--- src/design/bmpw_pkg.sv ---
// Package for the 24-bit BMP stream writer: sizes, register indexes,
// the command passed from front to back, back-end states and header helpers.
// No dependencies.
package bmpw_pkg;

  localparam int DIM_W     = 13;  // width/height register bits
  localparam int CNT_W     = 12;  // column and row counters
  localparam int CFG_IDX_W = 8;
  localparam int CFG_W     = 13;
  localparam int HIDX_W    = 6;   // header byte index
  localparam int PROD_W    = 28;  // row bytes times height

  localparam logic [DIM_W-1:0] MAX_WIDTH  = 13'd4096;
  localparam logic [DIM_W-1:0] MAX_HEIGHT = 13'd4096;

  localparam int HDR_BYTES      = 54;
  localparam int INFO_BYTES     = 40;
  localparam int BITS_PER_PIXEL = 3 * 8;
  localparam logic [7:0] CHAR_B = 8'h42;
  localparam logic [7:0] CHAR_M = 8'h4d;
  localparam logic [7:0] PLANES = 8'd1;

  localparam logic [HIDX_W-1:0] HDR_LAST = HIDX_W'(HDR_BYTES - 1);
  localparam logic [1:0]        PIX_LAST = 2'd2;

  typedef enum logic [CFG_IDX_W-1:0] {
    REG_IMAGE_WIDTH    = 8'd0,
    REG_IMAGE_HEIGHT   = 8'd1,
    REG_GREEN_FROM_RED = 8'd2,
    REG_BLUE_FROM_RED  = 8'd3
  } reg_index_t;

  typedef enum logic [1:0] {
    BK_IDLE,
    BK_HDR,
    BK_PIX,
    BK_PAD
  } back_state_t;

  // One pixel, already classified by the front end
  typedef struct packed {
    logic       hdr;      // first pixel of an image
    logic [1:0] npad;     // padding bytes after this pixel
    logic       img_end;  // last pixel of the image
    logic [7:0] red;
    logic [7:0] green;
    logic [7:0] blue;
  } cmd_t;

  function automatic logic [DIM_W-1:0] clamp_dim(input logic [DIM_W-1:0] v,
                                                input logic [DIM_W-1:0] maxv);
    logic [DIM_W-1:0] r;
    if (v == '0) r = DIM_W'(1);
    else if (v > maxv) r = maxv;
    else r = v;
    return r;
  endfunction

  // Byte idx of the 54-byte file header; everything not listed is zero
  function automatic logic [7:0] hdr_byte(input logic [HIDX_W-1:0] idx,
                                          input logic [DIM_W-1:0]  w,
                                          input logic [DIM_W-1:0]  h,
                                          input logic [31:0]       size);
    logic [7:0] b;
    case (idx)
      6'd0:    b = CHAR_B;
      6'd1:    b = CHAR_M;
      6'd2:    b = size[7:0];
      6'd3:    b = size[15:8];
      6'd4:    b = size[23:16];
      6'd5:    b = size[31:24];
      6'd10:   b = 8'(HDR_BYTES);
      6'd14:   b = 8'(INFO_BYTES);
      6'd18:   b = w[7:0];
      6'd19:   b = {3'b000, w[12:8]};
      6'd22:   b = h[7:0];
      6'd23:   b = {3'b000, h[12:8]};
      6'd26:   b = PLANES;
      6'd28:   b = 8'(BITS_PER_PIXEL);
      default: b = 8'h00;
    endcase
    return b;
  endfunction

endpackage

--- src/design/bmpw_ifs.sv ---
// Valid/ready channel interfaces: RGB pixels in, BMP file bytes out.
// No dependencies.
interface bmpw_pix_if;
  logic       valid;
  logic       ready;
  logic [7:0] red;
  logic [7:0] green;
  logic [7:0] blue;

  modport source (output valid, red, green, blue, input ready);
  modport sink   (input valid, red, green, blue, output ready);
endinterface

interface bmpw_byte_if;
  logic       valid;
  logic       ready;
  logic [7:0] data_byte;
  logic       last_of_run;
  logic       last_of_image;

  modport source (output valid, data_byte, last_of_run, last_of_image, input ready);
  modport sink   (input valid, data_byte, last_of_run, last_of_image, output ready);
endinterface

--- src/design/bmp24_stream_writer_top.sv ---
// Channel    Dir  Payload                                  Transfer
// pixel      in   red, green, blue (8b each)               valid & ready
// stream     out  data_byte, last_of_run, last_of_image    valid & ready
// cfg        in   cfg_index, cfg_data (13b)                cfg_write
//
// The back end sends one byte per cycle while the output register can
// load: 3 bytes for a pixel, plus 54 header bytes on the first pixel of an
// image and 0 to 3 bytes of row padding. A command that reaches an idle back
// end is first loaded from the queue, then its first byte is registered.
// The front end classifies a pixel in the cycle it is taken and queues it in
// a two-entry command queue, so until the queue is full it keeps taking
// pixels while the back end works or the output register waits. Reset (rst,
// synchronous) clears counters, queue and output valid, sets width/height to 1.
// Top level of the BMP writer. Uses bmpw_pkg, bmpw_ifs, bmpw_front,
// bmpw_cmdq and bmpw_back.
module bmp24_stream_writer_top (
  input  logic                          clk,
  input  logic                          rst,
  input  logic                          cfg_write,
  input  logic [bmpw_pkg::CFG_IDX_W-1:0] cfg_index,
  input  logic [bmpw_pkg::CFG_W-1:0]     cfg_data,
  bmpw_pix_if.sink                      pixel,
  bmpw_byte_if.source                   stream
);
  import bmpw_pkg::*;

  logic [DIM_W-1:0] image_width, image_height;
  logic             green_from_red, blue_from_red;
  logic [DIM_W-1:0] w_eff, h_eff;
  logic             q_full, q_valid, q_push, q_pop;
  cmd_t             push_cmd, head;

  always_ff @(posedge clk) begin
    if (rst) begin
      image_width    <= DIM_W'(1);
      image_height   <= DIM_W'(1);
      green_from_red <= 1'b0;
      blue_from_red  <= 1'b0;
    end else if (cfg_write) begin
      case (cfg_index)
        REG_IMAGE_WIDTH:    image_width    <= cfg_data;
        REG_IMAGE_HEIGHT:   image_height   <= cfg_data;
        REG_GREEN_FROM_RED: green_from_red <= cfg_data[0];
        REG_BLUE_FROM_RED:  blue_from_red  <= cfg_data[0];
        default: ;
      endcase
    end
  end

  assign w_eff = clamp_dim(image_width, MAX_WIDTH);
  assign h_eff = clamp_dim(image_height, MAX_HEIGHT);

  bmpw_front u_front (
    .clk            (clk),
    .rst            (rst),
    .pixel          (pixel),
    .width          (w_eff),
    .height         (h_eff),
    .green_from_red (green_from_red),
    .blue_from_red  (blue_from_red),
    .q_full         (q_full),
    .push           (q_push),
    .push_cmd       (push_cmd)
  );

  bmpw_cmdq u_cmdq (
    .clk      (clk),
    .rst      (rst),
    .push     (q_push),
    .push_cmd (push_cmd),
    .pop      (q_pop),
    .full     (q_full),
    .q_valid  (q_valid),
    .head     (head)
  );

  bmpw_back u_back (
    .clk     (clk),
    .rst     (rst),
    .q_valid (q_valid),
    .head    (head),
    .pop     (q_pop),
    .width   (w_eff),
    .height  (h_eff),
    .stream  (stream)
  );

  a_pop_needs_entry: assert property (@(posedge clk) disable iff (rst)
    q_pop |-> q_valid)
    else $error("command popped from empty queue");

  a_image_end_ends_run: assert property (@(posedge clk) disable iff (rst)
    stream.valid && stream.last_of_image |-> stream.last_of_run)
    else $error("image end without run end");

  a_quiet_after_reset: assert property (@(posedge clk)
    $past(rst) && !rst |-> !stream.valid)
    else $error("output valid right after reset");

  a_header_pushed_first: assert property (@(posedge clk) disable iff (rst)
    q_push && push_cmd.hdr && $past(q_push) && !$past(rst) |-> $past(push_cmd.img_end))
    else $error("new image started before previous one ended");

endmodule

--- src/design/bmpw_front.sv ---
// Front end: takes pixel requests, applies the color modes, tracks column
// and row, and classifies each pixel into a command. Uses bmpw_pkg, bmpw_ifs.
module bmpw_front (
  input  logic                      clk,
  input  logic                      rst,
  bmpw_pix_if.sink                  pixel,
  input  logic [bmpw_pkg::DIM_W-1:0] width,
  input  logic [bmpw_pkg::DIM_W-1:0] height,
  input  logic                      green_from_red,
  input  logic                      blue_from_red,
  input  logic                      q_full,
  output logic                      push,
  output bmpw_pkg::cmd_t            push_cmd
);
  import bmpw_pkg::*;

  logic [CNT_W-1:0] column_count, column_count_next;
  logic [CNT_W-1:0] row_count, row_count_next;
  logic             row_end, img_end;

  assign pixel.ready = !q_full;
  assign push        = pixel.valid && !q_full;

  assign row_end = ({1'b0, column_count} + DIM_W'(1)) >= width;
  assign img_end = row_end && (({1'b0, row_count} + DIM_W'(1)) >= height);

  always_comb begin
    push_cmd.hdr     = (column_count == '0) && (row_count == '0);
    // padding is (4 - 3w mod 4) mod 4, which equals w mod 4
    push_cmd.npad    = row_end ? width[1:0] : 2'd0;
    push_cmd.img_end = img_end;
    push_cmd.red     = pixel.red;
    push_cmd.green   = green_from_red ? pixel.red : pixel.green;
    push_cmd.blue    = blue_from_red ? pixel.red : pixel.blue;
  end

  always_comb begin
    column_count_next = column_count;
    row_count_next    = row_count;
    if (push) begin
      if (row_end) begin
        column_count_next = '0;
        row_count_next    = img_end ? '0 : row_count + CNT_W'(1);
      end else begin
        column_count_next = column_count + CNT_W'(1);
      end
    end
  end

  always_ff @(posedge clk) begin
    if (rst) begin
      column_count <= '0;
      row_count    <= '0;
    end else begin
      column_count <= column_count_next;
      row_count    <= row_count_next;
    end
  end

endmodule

--- src/design/bmpw_cmdq.sv ---
// Two-entry command queue between front and back end.
// Uses bmpw_pkg.
module bmpw_cmdq (
  input  logic           clk,
  input  logic           rst,
  input  logic           push,
  input  bmpw_pkg::cmd_t push_cmd,
  input  logic           pop,
  output logic           full,
  output logic           q_valid,
  output bmpw_pkg::cmd_t head
);
  import bmpw_pkg::*;

  cmd_t       slots [2];
  logic       wr_ptr, rd_ptr;
  logic [1:0] count;

  assign full    = (count == 2'd2);
  assign q_valid = (count != 2'd0);
  assign head    = slots[rd_ptr];

  always_ff @(posedge clk) begin
    if (push) slots[wr_ptr] <= push_cmd;
  end

  always_ff @(posedge clk) begin
    if (rst) begin
      wr_ptr <= 1'b0;
      rd_ptr <= 1'b0;
      count  <= 2'd0;
    end else begin
      if (push) wr_ptr <= !wr_ptr;
      if (pop)  rd_ptr <= !rd_ptr;
      case ({push, pop})
        2'b10:   count <= count + 2'd1;
        2'b01:   count <= count - 2'd1;
        default: count <= count;
      endcase
    end
  end

endmodule

--- src/design/bmpw_back.sv ---
// Back end: turns commands into file bytes (header, B/G/R, padding), one
// byte per cycle while the output register can load. Uses bmpw_pkg, bmpw_ifs.
module bmpw_back (
  input  logic                      clk,
  input  logic                      rst,
  input  logic                      q_valid,
  input  bmpw_pkg::cmd_t            head,
  output logic                      pop,
  input  logic [bmpw_pkg::DIM_W-1:0] width,
  input  logic [bmpw_pkg::DIM_W-1:0] height,
  bmpw_byte_if.source               stream
);
  import bmpw_pkg::*;

  back_state_t       state, state_next;
  logic [HIDX_W-1:0] idx, idx_next;
  cmd_t              cur, cur_next;
  logic [PROD_W-1:0] prod;
  logic [31:0]       size;
  logic [14:0]       row_bytes;
  logic              can_load, emit, finish;
  logic [7:0]        byte_val;
  logic              lr, li;

  // file size, two register stages behind the config registers
  assign row_bytes = 15'(3 * width) + 15'(width[1:0]);

  always_ff @(posedge clk) begin
    prod <= PROD_W'(row_bytes) * PROD_W'(height);
    size <= 32'(HDR_BYTES) + 32'(prod);
  end

  assign can_load = !stream.valid || stream.ready;

  always_comb begin
    state_next = state;
    idx_next   = idx;
    cur_next   = cur;
    pop        = 1'b0;
    emit       = 1'b0;
    finish     = 1'b0;
    byte_val   = 8'h00;
    lr         = 1'b0;
    li         = 1'b0;
    case (state)
      BK_IDLE: begin
        if (q_valid) begin
          pop        = 1'b1;
          cur_next   = head;
          idx_next   = '0;
          state_next = head.hdr ? BK_HDR : BK_PIX;
        end
      end
      BK_HDR: begin
        if (can_load) begin
          emit     = 1'b1;
          byte_val = hdr_byte(idx, width, height, size);
          if (idx == HDR_LAST) begin
            idx_next   = '0;
            state_next = BK_PIX;
          end else begin
            idx_next = idx + HIDX_W'(1);
          end
        end
      end
      BK_PIX: begin
        if (can_load) begin
          emit = 1'b1;
          case (idx[1:0])
            2'd0:    byte_val = cur.blue;
            2'd1:    byte_val = cur.green;
            default: byte_val = cur.red;
          endcase
          if (idx[1:0] == PIX_LAST) begin
            if (cur.npad == 2'd0) begin
              lr     = 1'b1;
              li     = cur.img_end;
              finish = 1'b1;
            end else begin
              idx_next   = '0;
              state_next = BK_PAD;
            end
          end else begin
            idx_next = idx + HIDX_W'(1);
          end
        end
      end
      BK_PAD: begin
        if (can_load) begin
          emit = 1'b1;
          if (idx[1:0] == cur.npad - 2'd1) begin
            lr     = 1'b1;
            li     = cur.img_end;
            finish = 1'b1;
          end else begin
            idx_next = idx + HIDX_W'(1);
          end
        end
      end
      default: state_next = BK_IDLE;
    endcase
    // chain straight into the next command to keep one byte per cycle while the output can load
    if (finish) begin
      idx_next = '0;
      if (q_valid) begin
        pop        = 1'b1;
        cur_next   = head;
        state_next = head.hdr ? BK_HDR : BK_PIX;
      end else begin
        state_next = BK_IDLE;
      end
    end
  end

  always_ff @(posedge clk) begin
    if (rst) begin
      state <= BK_IDLE;
      idx   <= '0;
    end else begin
      state <= state_next;
      idx   <= idx_next;
    end
  end

  always_ff @(posedge clk) begin
    cur <= cur_next;
  end

  always_ff @(posedge clk) begin
    if (rst) begin
      stream.valid <= 1'b0;
    end else if (emit) begin
      stream.valid <= 1'b1;
    end else if (stream.ready) begin
      stream.valid <= 1'b0;
    end
  end

  always_ff @(posedge clk) begin
    if (emit) begin
      stream.data_byte     <= byte_val;
      stream.last_of_run   <= lr;
      stream.last_of_image <= li;
    end
  end

endmodule
--- src/flat_wrapper.sv ---
// flat-port wrapper written by rule: the top's interface ports become plain ports
module bmp24_stream_writer_top_flat import bmpw_pkg::*;
  (clk, rst, cfg_write, cfg_index, cfg_data, pixel_valid, pixel_red, pixel_green, pixel_blue, pixel_ready, stream_valid, stream_data_byte, stream_last_of_run, stream_last_of_image, stream_ready);
  bmpw_pix_if pixel_i ();
  bmpw_byte_if stream_i ();
  input  logic clk;
  input  logic rst;
  input  logic cfg_write;
  input  logic [bmpw_pkg::CFG_IDX_W-1:0] cfg_index;
  input  logic [bmpw_pkg::CFG_W-1:0] cfg_data;
  input wire logic [$bits(pixel_i.valid)-1:0] pixel_valid;
  input wire logic [$bits(pixel_i.red)-1:0] pixel_red;
  input wire logic [$bits(pixel_i.green)-1:0] pixel_green;
  input wire logic [$bits(pixel_i.blue)-1:0] pixel_blue;
  output wire logic [$bits(pixel_i.ready)-1:0] pixel_ready;
  output wire logic [$bits(stream_i.valid)-1:0] stream_valid;
  output wire logic [$bits(stream_i.data_byte)-1:0] stream_data_byte;
  output wire logic [$bits(stream_i.last_of_run)-1:0] stream_last_of_run;
  output wire logic [$bits(stream_i.last_of_image)-1:0] stream_last_of_image;
  input wire logic [$bits(stream_i.ready)-1:0] stream_ready;
  assign pixel_i.valid = pixel_valid;
  assign pixel_i.red = pixel_red;
  assign pixel_i.green = pixel_green;
  assign pixel_i.blue = pixel_blue;
  assign pixel_ready = pixel_i.ready;
  assign stream_valid = stream_i.valid;
  assign stream_data_byte = stream_i.data_byte;
  assign stream_last_of_run = stream_i.last_of_run;
  assign stream_last_of_image = stream_i.last_of_image;
  assign stream_i.ready = stream_ready;
  bmp24_stream_writer_top u_core (.clk(clk), .rst(rst), .cfg_write(cfg_write), .cfg_index(cfg_index), .cfg_data(cfg_data), .pixel(pixel_i), .stream(stream_i));
endmodule
--- config.mk ---
export PLATFORM = sky130hd
export DESIGN_NAME = bmp24_stream_writer_top_flat
export DESIGN_NICKNAME = d
export VERILOG_FILES = /design/src/design/bmpw_pkg.sv /design/src/design/bmpw_ifs.sv /design/src/design/bmp24_stream_writer_top.sv /design/src/design/bmpw_front.sv /design/src/design/bmpw_cmdq.sv /design/src/design/bmpw_back.sv /design/src/flat_wrapper.sv
export SDC_FILE = /design/constraint.sdc
export NUM_CORES = 1
export LEC_CHECK = 0
export ABC_AREA = 1
export ABC_CLOCK_PERIOD_IN_PS = 7300
export BUFFER_PORTS_ARGS = -buffer_cell sky130_fd_sc_hd__buf_2
export CAP_MARGIN = 10
export CORE_MARGIN = 2
export CORE_UTILIZATION = 55
export CTS_CLUSTER_DIAMETER = 60
export DETAILED_ROUTE_END_ITERATION = 6
export PLACE_DENSITY = 0.76
export SLEW_MARGIN = 20
export SYNTH_ARGS = -nofsm -noshare
export SYNTH_HDL_FRONTEND = slang
export SYNTH_SLANG_ARGS = --single-unit
--- constraint.sdc ---
create_clock -name clk -period 7.3 [get_ports clk]
set_input_delay 1.46 -clock clk [delete_from_list [all_inputs] [get_ports clk]]
set_output_delay 1.46 -clock clk [all_outputs]
set_load 0.02 [all_outputs]
==> flow_summary.json <==
{
  "status": "finished clean",
  "initial_core_util_pct": 55.7,
  "cap_violations": 0,
  "critPathRequiredTime_ns": 7.70,
  "dr.pass1.iters": 6,
  "dp_cells": 2420,
  "ctsHoldBuffers": 0,
  "ant_nets": 0,
  "setup_viol": 0,
  "r2r-start": "u_core.image_width[11]$_SDFFE_PP0P_",
  "regArea_um2": 4950,
  "fillers": 2457,
  "antenna_cells": 0,
  "drt-initial-drc-count": 1190,
  "final_common_cell": "inv_1",
  "cp.arrival_ns": 7.55,
  "rrSetupSlack_ns": 0.15,
  "cpPeakStageDelay_ns": 0.56,
  "syn_inst": 1978,
  "hold_viol_final": 0,
  "fin_crit_sh_pct": 97.9,
  "drive_gt1_share_pct": 13.0,
  "clock.fmax_mhz": 140,
  "cp_common_cell": "fa_1",
  "antenna_found_initial": 0,
  "cts_buffers": 25,
  "timing.rr.end": "u_core.u_back.prod[26]$_DFF_P_",
  "synth_nets": 2297,
  "rows": 63,
  "seq_area_frac_synth_pct": 30.1,
  "hp-class": "flip-flop to flip-flop",
  "avgSynthCellArea_um2": 8.29,
  "power_density_nw_per_um2": 182,
  "grt_pass1_vias": 13314,
  "clock-root-buffer": "clkbuf_16",
  "whs_endpoint": "u_core.u_back.size[1]$_DFF_P_",
  "worst-setup-path-type": "flip-flop to flip-flop",
  "htreeDepth": 1,
  "wirelength_um": 43200,
  "finClkSkew_ns": 0.0383,
  "grt_max_degree": 58,
  "slew_violations": 0,
  "cts_tree": "yes",
  "grt_pass1_wl_um": 67600,
  "synthFlopType": "dfxtp_1",
  "mostFrequentLayoutCells": "inv_1 (338), nand2_1 (319), nor2_1 (195)",
  "async_reset_ff_share_pct": 0,
  "path_clk_slew_ns": 0.06,
  "cpMaxStageDelayCell": "fa_1",
  "fin_cells": 2476,
  "slew_headroom_pct": 41.7,
  "drc": 0,
  "worst_pin_slew_ns": 0.868,
  "crit_path_start_kind": "flip-flop",
  "ys_seq_elements": 214,
  "fin_nets": 2387,
  "cp-end-kind": "flip-flop",
  "die_height_um": 177,
  "cts_buffer_depth": 3,
  "overflow": 0,
  "critPathMaxFanout": 8,
  "synth-edff-count": 66,
  "critical_path_buf_inv_count": 7,
  "die-area_um2": 31200,
  "rr_worst_depth": 35,
  "hp-start": "u_core.u_back.prod[1]$_DFF_P_",
  "yosysWarnings": 0,
  "die_w_um": 177,
  "fin_tns_setup_ns": 0,
  "wl_per_cell_um": 17.5,
  "min_period_ns": 7.15,
  "core_area_um2": 29500,
  "cts_sinks": 214,
  "io_buffers": 61,
  "vias": 13837,
  "hpwlAfterDp_um": 32800,
  "clock_latency_ns": 0.55,
  "yosysUniqueCellTypes": 55,
  "place_congestion": 0.929,
  "cp.depth": 35,
  "crit_family": "adder cells",
  "syn_area_um2": 16400,
  "routed_via_density": 5.59,
  "multi_input_area_um2": 10300,
  "hold_depth": 1,
  "leakagePower_nw": 8.56,
  "grt_use_total_pct": 27.4,
  "pin_count": 62,
  "area_growth_pct": 13.2,
  "ir_worst_vdd_v": 0.000153
}
[worst max path at each step]
| stage | from | to | slack [ns] |
|---|---|---|---|
| 6_report | u_core.image_width[11]$_SDFFE_PP0P_ | u_core.u_back.prod[26]$_DFF_P_ | 0.15 |
| 5_1_grt | u_core.image_width[10]$_SDFFE_PP0P_ | u_core.u_back.prod[20]$_DFF_P_ | -0.16 |
| 4_1_cts | u_core.image_width[11]$_SDFFE_PP0P_ | u_core.u_back.prod[26]$_DFF_P_ | -0.02 |
| 3_5_place_dp | u_core.image_width[11]$_SDFFE_PP0P_ | u_core.u_back.prod[20]$_DFF_P_ | 0.02 |
| 3_3_place_gp | u_core.image_width[11]$_SDFFE_PP0P_ | u_core.u_back.prod[20]$_DFF_P_ | 0.08 |
| 2_1_floorplan | u_core.image_width[2]$_SDFFE_PP0P_ | u_core.u_back.prod[20]$_DFF_P_ | 0.52 |
[kinds of logic after synthesis]
logic type | count (synthesis) | share of synthesized area, %
compound gates | 273 | 9.49
simple gates | 734 | 19.3
flops | 214 | 30.1
fa+ha+maj | 269 | 26.6
mux | 17 | 1.16
buf+inv | 399 | 9.24
xor+xnor | 72 | 4.14
[synthesized netlist by cell type, types with 4 or more instances]
master    instances  area (um2)
nor3_1           26         130
o22ai_1           4        25.0
a221oi_1          6        52.6
nand3_1         104         521
o21ai_0          68         340
fa_1            132        2640
xor2_1           46         403
ha_1            137        1710
edfxtp_1         66        1980
clkbuf_1         36         135
nor4_1           10        62.6
inv_1           344        1290
o21bai_1          6        45.0
o211ai_1          6        45.0
clkinv_1          5        18.8
dfxtp_1         148        2960
a211oi_1          5        37.5
a21oi_1         125         626
nor2_1          205         769
mux2_2           16         180
or2_2             6        37.5
nand3_2           4        40.0
nor2_2            4        25.0
nand4_1          24         150
nand2_2          10        62.6
nand2_1         327        1230
xnor2_1          21         184
nand2_4           6        67.6
buf_2             9        45.0
a31oi_1          29         181
[layer usage]
layer | up-vias | track usage [%] | part of all wire, %
met1 | 6552 | 36.5 | 41
met4 | 0 | 10.7 | 4.0
met2 | 604 | 44.4 | 47
li1 | 6552 | - | -
met5 | - | 0 | 0
met3 | 129 | 4.88 | 8.1
[registers in the layout, summed over array words and instances, names as in the netlist, 2 cells and up, named ones only]
register                        flops
u_core.u_back.state                 2
u_core.u_back.size                 28
u_core.u_back.stream.data_byte      8
u_core.u_front.row_count           12
u_core.u_cmdq.slots                56
u_core.image_width                 13
u_core.u_front.column_count        12
u_core.image_height                13
u_core.u_cmdq.count                 2
u_core.u_back.idx                   6
u_core.u_back.prod                 27
u_core.u_back.cur                  27
[worst reg2reg max path, delay by kind of cell (launching register included)]
| kind | cells | cell delay [ns] |
|---|---|---|
| AO/OA/AOI/OAI | 1 | 0.09 |
| flip-flops | 1 | 0.31 |
| AND/OR/NAND/NOR | 17 | 2.07 |
| XOR/XNOR | 2 | 0.41 |
| adder cells (fa/ha/maj) | 8 | 3.58 |
| buffers and inverters | 7 | 0.52 |
[cell type report]
cell class,instances,share of cell area (%)
clock buffers,40,4.01
clock inverters,5,0.323
multi-input cells,1365,55.5
inverters,352,7.13
flip-flops and latches,214,26.6
repair buffers,110,3.76
well taps,390,2.63
[metrics by stage]
stage                     setup slack [ns]  util [%]  hold WS [ns]  total power, W  instance area, um2
after global routing                -0.159      63.0         0.455         0.00353               18600
after CTS                          -0.0169      61.5         0.427         0.00339               18100
after detailed placement            0.0162      58.7         0.415         0.00218               17300
final                                0.154      63.0         0.431         0.00339               18600
after global placement              0.0821      58.7         0.401         0.00216               17300
after floorplan                      0.515         -         0.376         0.00198               16400
[power breakdown]
part / switching (W) / internal (W)
Sequential: 0.0000712 / 0.00140
Clock: 0.000493 / 0.000709
Combinational: 0.000495 / 0.000222
[what timing repair did]
item / 4_1_cts / 5_1_grt
endpoints found under the setup margin: 2 / 15
pin swaps: 0 / 13
gates resized for setup: 2 / 80
buffers inserted: 0 / 11
cloned: 0 / 0
(Power assumes the default switching activity.)
